===== config.mk =====
export PLATFORM = sky130hd
export DESIGN_NAME = delta_varint_list_decoder_top
export DESIGN_NICKNAME = d
export VERILOG_FILES = /design/src/rtl/dvl_pkg.sv /design/src/rtl/dvl_front.sv /design/src/rtl/dvl_queue.sv /design/src/rtl/dvl_back.sv /design/src/rtl/delta_varint_list_decoder_top.sv
export SDC_FILE = /design/constraint.sdc
export NUM_CORES = 1
export LEC_CHECK = 0
export BUFFER_PORTS_ARGS = -buffer_cell sky130_fd_sc_hd__buf_2
export CORE_MARGIN = 2
export CORE_UTILIZATION = 50
export CTS_BUF_LIST = sky130_fd_sc_hd__clkbuf_2 sky130_fd_sc_hd__clkbuf_4 sky130_fd_sc_hd__clkbuf_8
export DETAILED_ROUTE_END_ITERATION = 6
export PLACE_DENSITY = 0.75
export SYNTH_ARGS = -nofsm -noshare
export SYNTH_HDL_FRONTEND = slang
export SYNTH_SLANG_ARGS = --single-unit

===== constraint.sdc =====
create_clock -name clk -period 9.7 [get_ports clk]
set_input_delay 1.94 -clock clk [delete_from_list [all_inputs] [get_ports clk]]
set_output_delay 1.94 -clock clk [all_outputs]
set_load 0.05 [all_outputs]

===== src/rtl/dvl_pkg.sv =====
// shared types and codes for the delta varint list decoder
// no dependencies; imported by every module of the block
package dvl_pkg;

	localparam int unsigned VALUE_W  = 32;
	localparam int unsigned STATUS_W = 3;
	localparam int unsigned POS_W    = 3;
	localparam int unsigned PAYLD_W  = 7;

	// result status codes
	localparam logic [STATUS_W-1:0] ST_VALUE    = 3'd0;
	localparam logic [STATUS_W-1:0] ST_FINAL    = 3'd1;
	localparam logic [STATUS_W-1:0] ST_EMPTY    = 3'd2;
	localparam logic [STATUS_W-1:0] ST_TRUNC    = 3'd3;
	localparam logic [STATUS_W-1:0] ST_OVERLONG = 3'd4;

	// byte index that holds the top payload bits of a 32-bit varint
	localparam logic [POS_W-1:0] POS_LAST = 3'd4;

	typedef enum logic {
		PH_COUNT,
		PH_DELTA
	} phase_t;

	// one record per input byte that produces results; a truncation
	// result may follow the first one
	typedef struct packed {
		logic [VALUE_W-1:0]  value;
		logic [STATUS_W-1:0] status;
		logic                has_trunc;
	} rec_t;

endpackage


===== src/rtl/dvl_front.sv =====
// front end: accepts bytes, assembles varints, tracks list state
// depends on dvl_pkg; feeds result records into dvl_queue
module dvl_front (
	input  logic          clk,
	input  logic          arst_n,
	input  logic          push,
	input  logic [7:0]    data_byte,
	input  logic          buffer_end,
	output logic          full,
	input  logic          q_full,
	output logic          q_push,
	output dvl_pkg::rec_t q_rec
);
	import dvl_pkg::*;

	phase_t              phase_q, phase_d;
	logic [VALUE_W-1:0]  part_q, part_d;
	logic [POS_W-1:0]    bpos_q, bpos_d;
	logic [VALUE_W-1:0]  rem_q, rem_d;
	logic [VALUE_W-1:0]  sum_q, sum_d;

	logic                accept;
	logic                more;
	logic [POS_W-1:0]    pos;
	logic [4:0]          shamt;
	logic [VALUE_W-1:0]  merged;
	logic [VALUE_W-1:0]  sum_add;
	logic [VALUE_W-1:0]  rem_dec;
	logic                emit;
	logic                empty_list;
	rec_t                rec;

	assign accept  = push && !q_full;
	assign full    = q_full;
	assign more    = data_byte[7];
	assign pos     = (bpos_q >= POS_LAST) ? POS_LAST : bpos_q;
	assign merged  = part_q | ({25'd0, data_byte[PAYLD_W-1:0]} << shamt);
	assign sum_add = sum_q + merged;
	assign rem_dec = rem_q - 32'd1;
	assign q_push  = accept && emit;
	assign q_rec   = rec;

	always_comb begin
		unique case (pos)
			3'd0:    shamt = 5'd0;
			3'd1:    shamt = 5'd7;
			3'd2:    shamt = 5'd14;
			3'd3:    shamt = 5'd21;
			default: shamt = 5'd28;
		endcase
	end

	always_comb begin
		phase_d    = phase_q;
		part_d     = part_q;
		bpos_d     = bpos_q;
		rem_d      = rem_q;
		sum_d      = sum_q;
		emit       = 1'b0;
		empty_list = 1'b0;
		rec        = '0;
		if ((bpos_q >= POS_LAST) && more) begin
			// continuation bit on the fifth byte
			phase_d    = PH_COUNT;
			part_d     = '0;
			bpos_d     = '0;
			rem_d      = '0;
			sum_d      = '0;
			emit       = 1'b1;
			rec.status = ST_OVERLONG;
		end else begin
			part_d = merged;
			if (more) begin
				bpos_d = pos + 3'd1;
			end else begin
				part_d = '0;
				bpos_d = '0;
				if (phase_q == PH_COUNT) begin
					if (merged == '0) begin
						empty_list = 1'b1;
						rem_d      = '0;
						sum_d      = '0;
						emit       = 1'b1;
						rec.status = ST_EMPTY;
					end else begin
						phase_d = PH_DELTA;
						rem_d   = merged;
						sum_d   = '0;
					end
				end else begin
					emit      = 1'b1;
					rec.value = sum_add;
					sum_d     = sum_add;
					rem_d     = rem_dec;
					if (rem_dec == '0) begin
						rec.status = ST_FINAL;
						phase_d    = PH_COUNT;
						sum_d      = '0;
					end else begin
						rec.status = ST_VALUE;
					end
				end
			end
			// buffer ends with a list still open
			if (!empty_list && buffer_end && ((phase_d != PH_COUNT) || (bpos_d != '0))) begin
				phase_d = PH_COUNT;
				part_d  = '0;
				bpos_d  = '0;
				rem_d   = '0;
				sum_d   = '0;
				if (emit) begin
					rec.has_trunc = 1'b1;
				end else begin
					emit       = 1'b1;
					rec.status = ST_TRUNC;
				end
			end
		end
	end

	always_ff @(posedge clk or negedge arst_n) begin
		if (!arst_n) begin
			phase_q <= PH_COUNT;
		end else if (accept) begin
			phase_q <= phase_d;
		end
	end

	always_ff @(posedge clk or negedge arst_n) begin
		if (!arst_n) begin
			part_q <= '0;
			bpos_q <= '0;
			rem_q  <= '0;
			sum_q  <= '0;
		end else if (accept) begin
			part_q <= part_d;
			bpos_q <= bpos_d;
			rem_q  <= rem_d;
			sum_q  <= sum_d;
		end
	end

endmodule


===== src/rtl/dvl_queue.sv =====
// short record queue between front and back end
// depends on dvl_pkg for the record type
module dvl_queue #(
	parameter int unsigned DEPTH = 4
) (
	input  logic          clk,
	input  logic          arst_n,
	input  logic          wr_en,
	input  dvl_pkg::rec_t wr_rec,
	output logic          full,
	input  logic          rd_en,
	output logic          rd_valid,
	output dvl_pkg::rec_t rd_rec
);
	import dvl_pkg::*;

	localparam int unsigned PTR_W = (DEPTH > 1) ? $clog2(DEPTH) : 1;
	localparam int unsigned CNT_W = $clog2(DEPTH + 1);
	localparam logic [PTR_W-1:0] PTR_END = PTR_W'(DEPTH - 1);
	localparam logic [CNT_W-1:0] CNT_MAX = CNT_W'(DEPTH);

	rec_t             mem_q [DEPTH];
	logic [PTR_W-1:0] wr_q;
	logic [PTR_W-1:0] rd_q;
	logic [CNT_W-1:0] cnt_q;
	logic             do_wr;
	logic             do_rd;

	assign full     = (cnt_q == CNT_MAX);
	assign rd_valid = (cnt_q != '0);
	assign rd_rec   = mem_q[rd_q];
	assign do_wr    = wr_en && !full;
	assign do_rd    = rd_en && rd_valid;

	always_ff @(posedge clk) begin
		if (do_wr) begin
			mem_q[wr_q] <= wr_rec;
		end
	end

	always_ff @(posedge clk or negedge arst_n) begin
		if (!arst_n) begin
			wr_q  <= '0;
			rd_q  <= '0;
			cnt_q <= '0;
		end else begin
			if (do_wr) begin
				wr_q <= (wr_q == PTR_END) ? '0 : wr_q + PTR_W'(1);
			end
			if (do_rd) begin
				rd_q <= (rd_q == PTR_END) ? '0 : rd_q + PTR_W'(1);
			end
			if (do_wr && !do_rd) begin
				cnt_q <= cnt_q + CNT_W'(1);
			end else if (!do_wr && do_rd) begin
				cnt_q <= cnt_q - CNT_W'(1);
			end
		end
	end

endmodule


===== src/rtl/dvl_back.sv =====
// back end: expands records into result beats, holds the output register
// depends on dvl_pkg; drains dvl_queue
module dvl_back (
	input  logic          clk,
	input  logic          arst_n,
	input  logic          q_valid,
	input  dvl_pkg::rec_t q_rec,
	output logic          q_pop,
	output logic          empty,
	input  logic          pop,
	output logic [31:0]   decoded_value,
	output logic [2:0]    status,
	output logic          last_of_run
);
	import dvl_pkg::*;

	logic                valid_q;
	logic                pend_q;
	logic [VALUE_W-1:0]  value_q;
	logic [STATUS_W-1:0] status_q;
	logic                last_q;
	logic                load;

	assign load          = !valid_q || pop;
	assign q_pop         = load && !pend_q && q_valid;
	assign empty         = !valid_q;
	assign decoded_value = value_q;
	assign status        = status_q;
	assign last_of_run   = last_q;

	always_ff @(posedge clk or negedge arst_n) begin
		if (!arst_n) begin
			valid_q <= 1'b0;
			pend_q  <= 1'b0;
		end else if (load) begin
			if (pend_q) begin
				valid_q <= 1'b1;
				pend_q  <= 1'b0;
			end else begin
				valid_q <= q_valid;
				pend_q  <= q_valid && q_rec.has_trunc;
			end
		end
	end

	always_ff @(posedge clk) begin
		if (load) begin
			if (pend_q) begin
				value_q  <= '0;
				status_q <= ST_TRUNC;
				last_q   <= 1'b1;
			end else if (q_valid) begin
				value_q  <= q_rec.value;
				status_q <= q_rec.status;
				last_q   <= !q_rec.has_trunc;
			end
		end
	end

endmodule


===== src/rtl/delta_varint_list_decoder_top.sv =====
// delta varint list decoder: one byte per cycle in while full is low, one result
// beat per cycle out while pop is high; a byte's record is written into the queue
// and then loaded into the output register; a byte with two results gives two beats
// byte rate rests on a combinational varint merge and 32-bit sum/count update
// reset: arst_n low clears list state, queue and output valid; empty goes high
// depends on dvl_pkg, dvl_front, dvl_queue, dvl_back
module delta_varint_list_decoder_top #(
	parameter int unsigned QUEUE_DEPTH = 4
) (
	input  logic        clk,
	input  logic        arst_n,
	// byte side
	input  logic        push,
	output logic        full,
	input  logic [7:0]  data_byte,
	input  logic        buffer_end,
	// result side
	output logic        empty,
	input  logic        pop,
	output logic [31:0] decoded_value,
	output logic [2:0]  status,
	output logic        last_of_run
);
	import dvl_pkg::*;

	// record path from front end into the queue
	logic q_full;
	logic q_push;
	rec_t q_wr_rec;

	// record path from the queue into the back end
	logic q_pop;
	logic q_valid;
	rec_t q_rd_rec;

	// front end decodes each byte in the cycle it is taken; it stalls only
	// when the record queue is full, never on the result side directly
	dvl_front u_front (
		.clk        (clk),
		.arst_n     (arst_n),
		.push       (push),
		.data_byte  (data_byte),
		.buffer_end (buffer_end),
		.full       (full),
		.q_full     (q_full),
		.q_push     (q_push),
		.q_rec      (q_wr_rec)
	);

	// decouples the byte rate from result drain; bytes with no result skip it
	dvl_queue #(
		.DEPTH (QUEUE_DEPTH)
	) u_queue (
		.clk      (clk),
		.arst_n   (arst_n),
		.wr_en    (q_push),
		.wr_rec   (q_wr_rec),
		.full     (q_full),
		.rd_en    (q_pop),
		.rd_valid (q_valid),
		.rd_rec   (q_rd_rec)
	);

	// back end splits a value-plus-truncation record into two beats and
	// refills the output register in the cycle the current beat is popped
	dvl_back u_back (
		.clk           (clk),
		.arst_n        (arst_n),
		.q_valid       (q_valid),
		.q_rec         (q_rd_rec),
		.q_pop         (q_pop),
		.empty         (empty),
		.pop           (pop),
		.decoded_value (decoded_value),
		.status        (status),
		.last_of_run   (last_of_run)
	);

endmodule


==> reports/metrics.sh <==
TOTALNEGATIVESETUPSLACK_NS=0
CLOCK_TREE.ROOT_CELL='sky130_fd_sc_hd__clkbuf_8'
CTS-HTREE-LEVELS=2
PLACE_AREA_UM2=15500
GRT_ANTENNA_BEFORE_REPAIR=1
FINAL-SETUP-VIOL-COUNT=0
GROUTE.LAYER.MET2.USAGE_PCT=37.5
PIN_COUNT_OF_THE_BIGGEST_NET_ENTERING_GLOBAL_ROUTING=58
POSTROUTEANTENNANETS=0
MAXSLEWVIOLCOUNT=0
AREA.GROWTH.SYNTH_TO_FINAL_PCT=10.6
INSERTION_DELAY_NS=0.58
NETLIST.AREA_LEADER.SHARE_PCT=36.3
START_KIND='register'
FINALPOWER_mW=5.28
FIN_UTIL_PCT=55.8
POSTSYNTHNETCOUNT=1357
SEQ_AREA_FRAC_SYNTH_PCT=54.6
GROUTE.USAGE.OVERALL_PCT=23.8
HOLD_VIOLATIONS=0
POSTROUTEWIRELENGTH_MM=36.9
START_UTIL_PCT=50.5
GRT-OVFL-TOTAL=0
NUMCTSBUFFERS=48
CP.REQUIRED_NS=9.96
CLOCK-SINKS=289
FIRST_GLOBAL_VIAS=10300
DRV_CAP=0
ASYNCSETRESETFLOPFRACSYNTH_PCT=37.7
YS.FLOP_TYPE='sky130_fd_sc_hd__edfxtp_1'
POST-ROUTE-DRC-COUNT=0
POWERDENSITY_nW_PER_UM2=321
GRT_SETUP_UNREPAIRED='no'
SYNTH_CELLS=1299
WORST_PIN_SLEW_NS=1.22
POST_SYNTH.CELL_AREA_AVG_UM2=11.5
POST_LAYOUT_NONFILLER_INSTANCES=1774
NETLIST-CELL-TYPE-COUNT=77
FINAL_WS_SETUP_NS=2.58
FINAL_PERIOD_MINUS_WORST_SETUP_SLACK_NS=7.12
TIMING.SLEW.HEADROOM_PCT=18.5
DIE-HEIGHT_UM=177
POSTCTSRESIZEDCELLS=0
CLOCK_TREE.BUFFER_DEPTH=3
DIEWIDTH_UM=177
POST_SYNTH_MOST_FREQUENT_CELLS='sky130_fd_sc_hd__edfxtp_1 (180), sky130_fd_sc_hd__nor2_1 (118), sky130_fd_sc_hd__dfrtp_1 (109)'
YOSYS_WARNINGS=0
DIE-AREA_UM2=31200
HOLDCRITPATHCLASS='register to register'
CTS_POST_SETUP_BUFFERS_INSERTED=0
HOLD-WORST-SLACK_NS=0.491
TIMING_WORST_SETUP_PATH_TYPE='register to register'
WIRE_PER_INST_UM=20.8
CORE_AREA_UM2=29500
NUM_ROWS=63
PLACE.DETAILED.INSTANCES=1687
OUTCOME='finished, final reports clean'
SYNTHMOSTINSTANTIATEDCELL='sky130_fd_sc_hd__edfxtp_1'
DP_SLACK_NS=2.75
FINAL_NETS=1405
FIN_CRIT_SH_PCT=73.4
YOSYS-TOP-CELLS-AREA='sky130_fd_sc_hd__edfxtp_1 (36%), sky130_fd_sc_hd__dfrtp_1 (18%), sky130_fd_sc_hd__mux4_2 (6.1%), sky130_fd_sc_hd__ha_1 (3.6%), sky130_fd_sc_hd__nor2_1 (3.0%)'
POST-DP-HPWL_MM=25.4
FIN_SKEW_NS=0.0252
GRT_FIRST_PASS_WIRELENGTH_MM=57.4
POWER_LEAKAGE_nW=6.65
GRT.BUSIEST_LAYER='met2'
GP_CONGESTION=0.955
NETLIST_AREA_UM2=14900
WORSTPATHMAXFANOUT=26
FINAL_CELL_AREA_UM2=16500
WORST_EP_ARRIVAL_TIME_NS=7.39
FMAX_GHz=0.140
DRTPASS1ITERATIONS=6
GLOBAL_ROUTE.USAGE.MET3_PCT=3.49
CTS_TREE='done'
CTS_HOLD_BUF=0
VDD_IR_DROP_MAX_V=0.000169
SYNTH_EDF_COUNT=180
WORST_SETUP_PATH_END_KIND='register'
ROUTE.DETAILED.VIAS_PER_INST=6.14
GLOBALROUTEMET1UTIL_PCT=33.6
DR_TOTAL_VIAS=10900
ANTENNA_CELLS=0
CLK_TRANSITION_REPORTED_PATHS_NS=0.05
BOUNDARYPINS=51
STARTING_DRC_COUNT_IN_DETAILED_ROUTING=1115
YOSYS_REGISTER_BITS=289
PLACE.PORT_BUFFERS=50
SYNTHDOMINANTAREACELLTYPE='sky130_fd_sc_hd__edfxtp_1'
LAYOUT_CELLS_SIZED_ABOVE_1_PCT=16.6
[critical path, stage by stage (launching register included)]
cell                       delay [ns]
sky130_fd_sc_hd__dfrtp_1         0.86
sky130_fd_sc_hd__nand2b_1        0.72
sky130_fd_sc_hd__inv_2           0.13
sky130_fd_sc_hd__ha_1            0.23
sky130_fd_sc_hd__inv_1           0.05
sky130_fd_sc_hd__ha_1            0.53
sky130_fd_sc_hd__inv_1           0.37
sky130_fd_sc_hd__nor3_1          0.58
sky130_fd_sc_hd__a21o_1          0.26
sky130_fd_sc_hd__ha_1            0.31
sky130_fd_sc_hd__a211oi_1        0.50
sky130_fd_sc_hd__o211ai_1        0.17
sky130_fd_sc_hd__a211oi_1        0.48
sky130_fd_sc_hd__o21ai_0         0.33
sky130_fd_sc_hd__a41oi_1         0.40
sky130_fd_sc_hd__o21ai_0         0.21
sky130_fd_sc_hd__a21o_1          0.22
sky130_fd_sc_hd__a21oi_1         0.17
sky130_fd_sc_hd__xnor2_1         0.16
sky130_fd_sc_hd__nor2_1          0.10
[registers in the layout (all words and copies together) (netlist names), 2 cells and up]
signal,count
u_back.decoded_value,32
u_back.status,3
u_front.bpos_q,3
u_front.part_q,32
u_front.rem_q,32
u_front.sum_q,32
u_queue.cnt_q,3
u_queue.mem_q,144
u_queue.rd_q,2
u_queue.wr_q,2
[power by group]
part	total [mW]	leakage, nW	switching [mW]	internal, mW
sequential	1.86	3.18	0.181	1.68
combinational	2.34	2.94	1.55	0.795
clock	1.07	0.527	0.482	0.592
[cells in the final DEF (no fill, tap or decap), drive strengths merged, types with 5 or more instances in the layout]
cell type and n:
mux2i 8, nand4 9, a21o 39, nor2b 39, o21ai 90, inv 38, a21oi 70, dfrtp 109
nand3 25, a211o 6, o211ai 11, nand2 105, and2 7, nor4 20, mux4 40, o22ai 15
clkinv 9, nor3 28, a211oi 10, xnor2 17, buf 67, mux2 12, o21bai 6, clkbuf 76
xor2 22, ha 43, a22oi 16, or3 9, or2 9, o21a 7, o31ai 17, o221ai 5
a31oi 13, nor2 118, or4 8, edfxtp 180, nor4b 6, nand2b 23
[metal layers]
metal  wire length (µm)  vias to the layer above
met5                  0                        -
met4               1280                        0
met3               2540                       86
met2              17000                      471
met1              16100                     5356
li1                   -                     4976
[layout make-up]
type | count | area (µm²)
multi-input cells | 905 | 6360
well taps | 390 | 488
inverters | 36 | 135
fillers | 2489 | 13000
clock inverters | 11 | 63.8
clock buffers | 76 | 902
flip-flops and latches | 289 | 8130
repair buffers | 67 | 380
[cells by family (layout without fill, tap and decap cells)]
| family | Yosys count | in the layout | share of synthesized area [%] |
|---|---|---|---|
| buffers and inverters | 105 | 190 | 2.86 |
| xor gates and xnor gates | 39 | 39 | 2.29 |
| adders and majority gates | 45 | 45 | 3.88 |
| muxes | 60 | 60 | 7.52 |
| DFF | 289 | 289 | 54.6 |
| AOI/OAI and AO/OA | 337 | 337 | 14.6 |
| and+or+nand+nor | 424 | 424 | 14.3 |
[final timing paths]
| path | from | endpoint | slack [ns] | cells after the start |
|---|---|---|---|---|
| max reg2reg | u_front.bpos_q[2]$_DFFE_PN0P_ | u_queue.mem_q[1][35]$_DFFE_PP_ | 2.58 | 19 |
| min reg2reg | u_front.part_q[19]$_DFFE_PN0P_ | u_front.part_q[19]$_DFFE_PN0P_ | 0.49 | 2 |
| max in group asynchronous | arst_n | u_front.rem_q[13]$_DFFE_PN0P_ | 7.00 | 2 |
| min | u_front.part_q[19]$_DFFE_PN0P_ | u_front.part_q[19]$_DFFE_PN0P_ | 0.49 | 2 |
| min in group asynchronous | arst_n | u_queue.rd_q[1]$_DFFE_PN0P_ | 1.46 | 1 |
| max | u_front.bpos_q[2]$_DFFE_PN0P_ | u_queue.mem_q[1][35]$_DFFE_PP_ | 2.58 | 19 |
(Power assumes the default switching activity.)
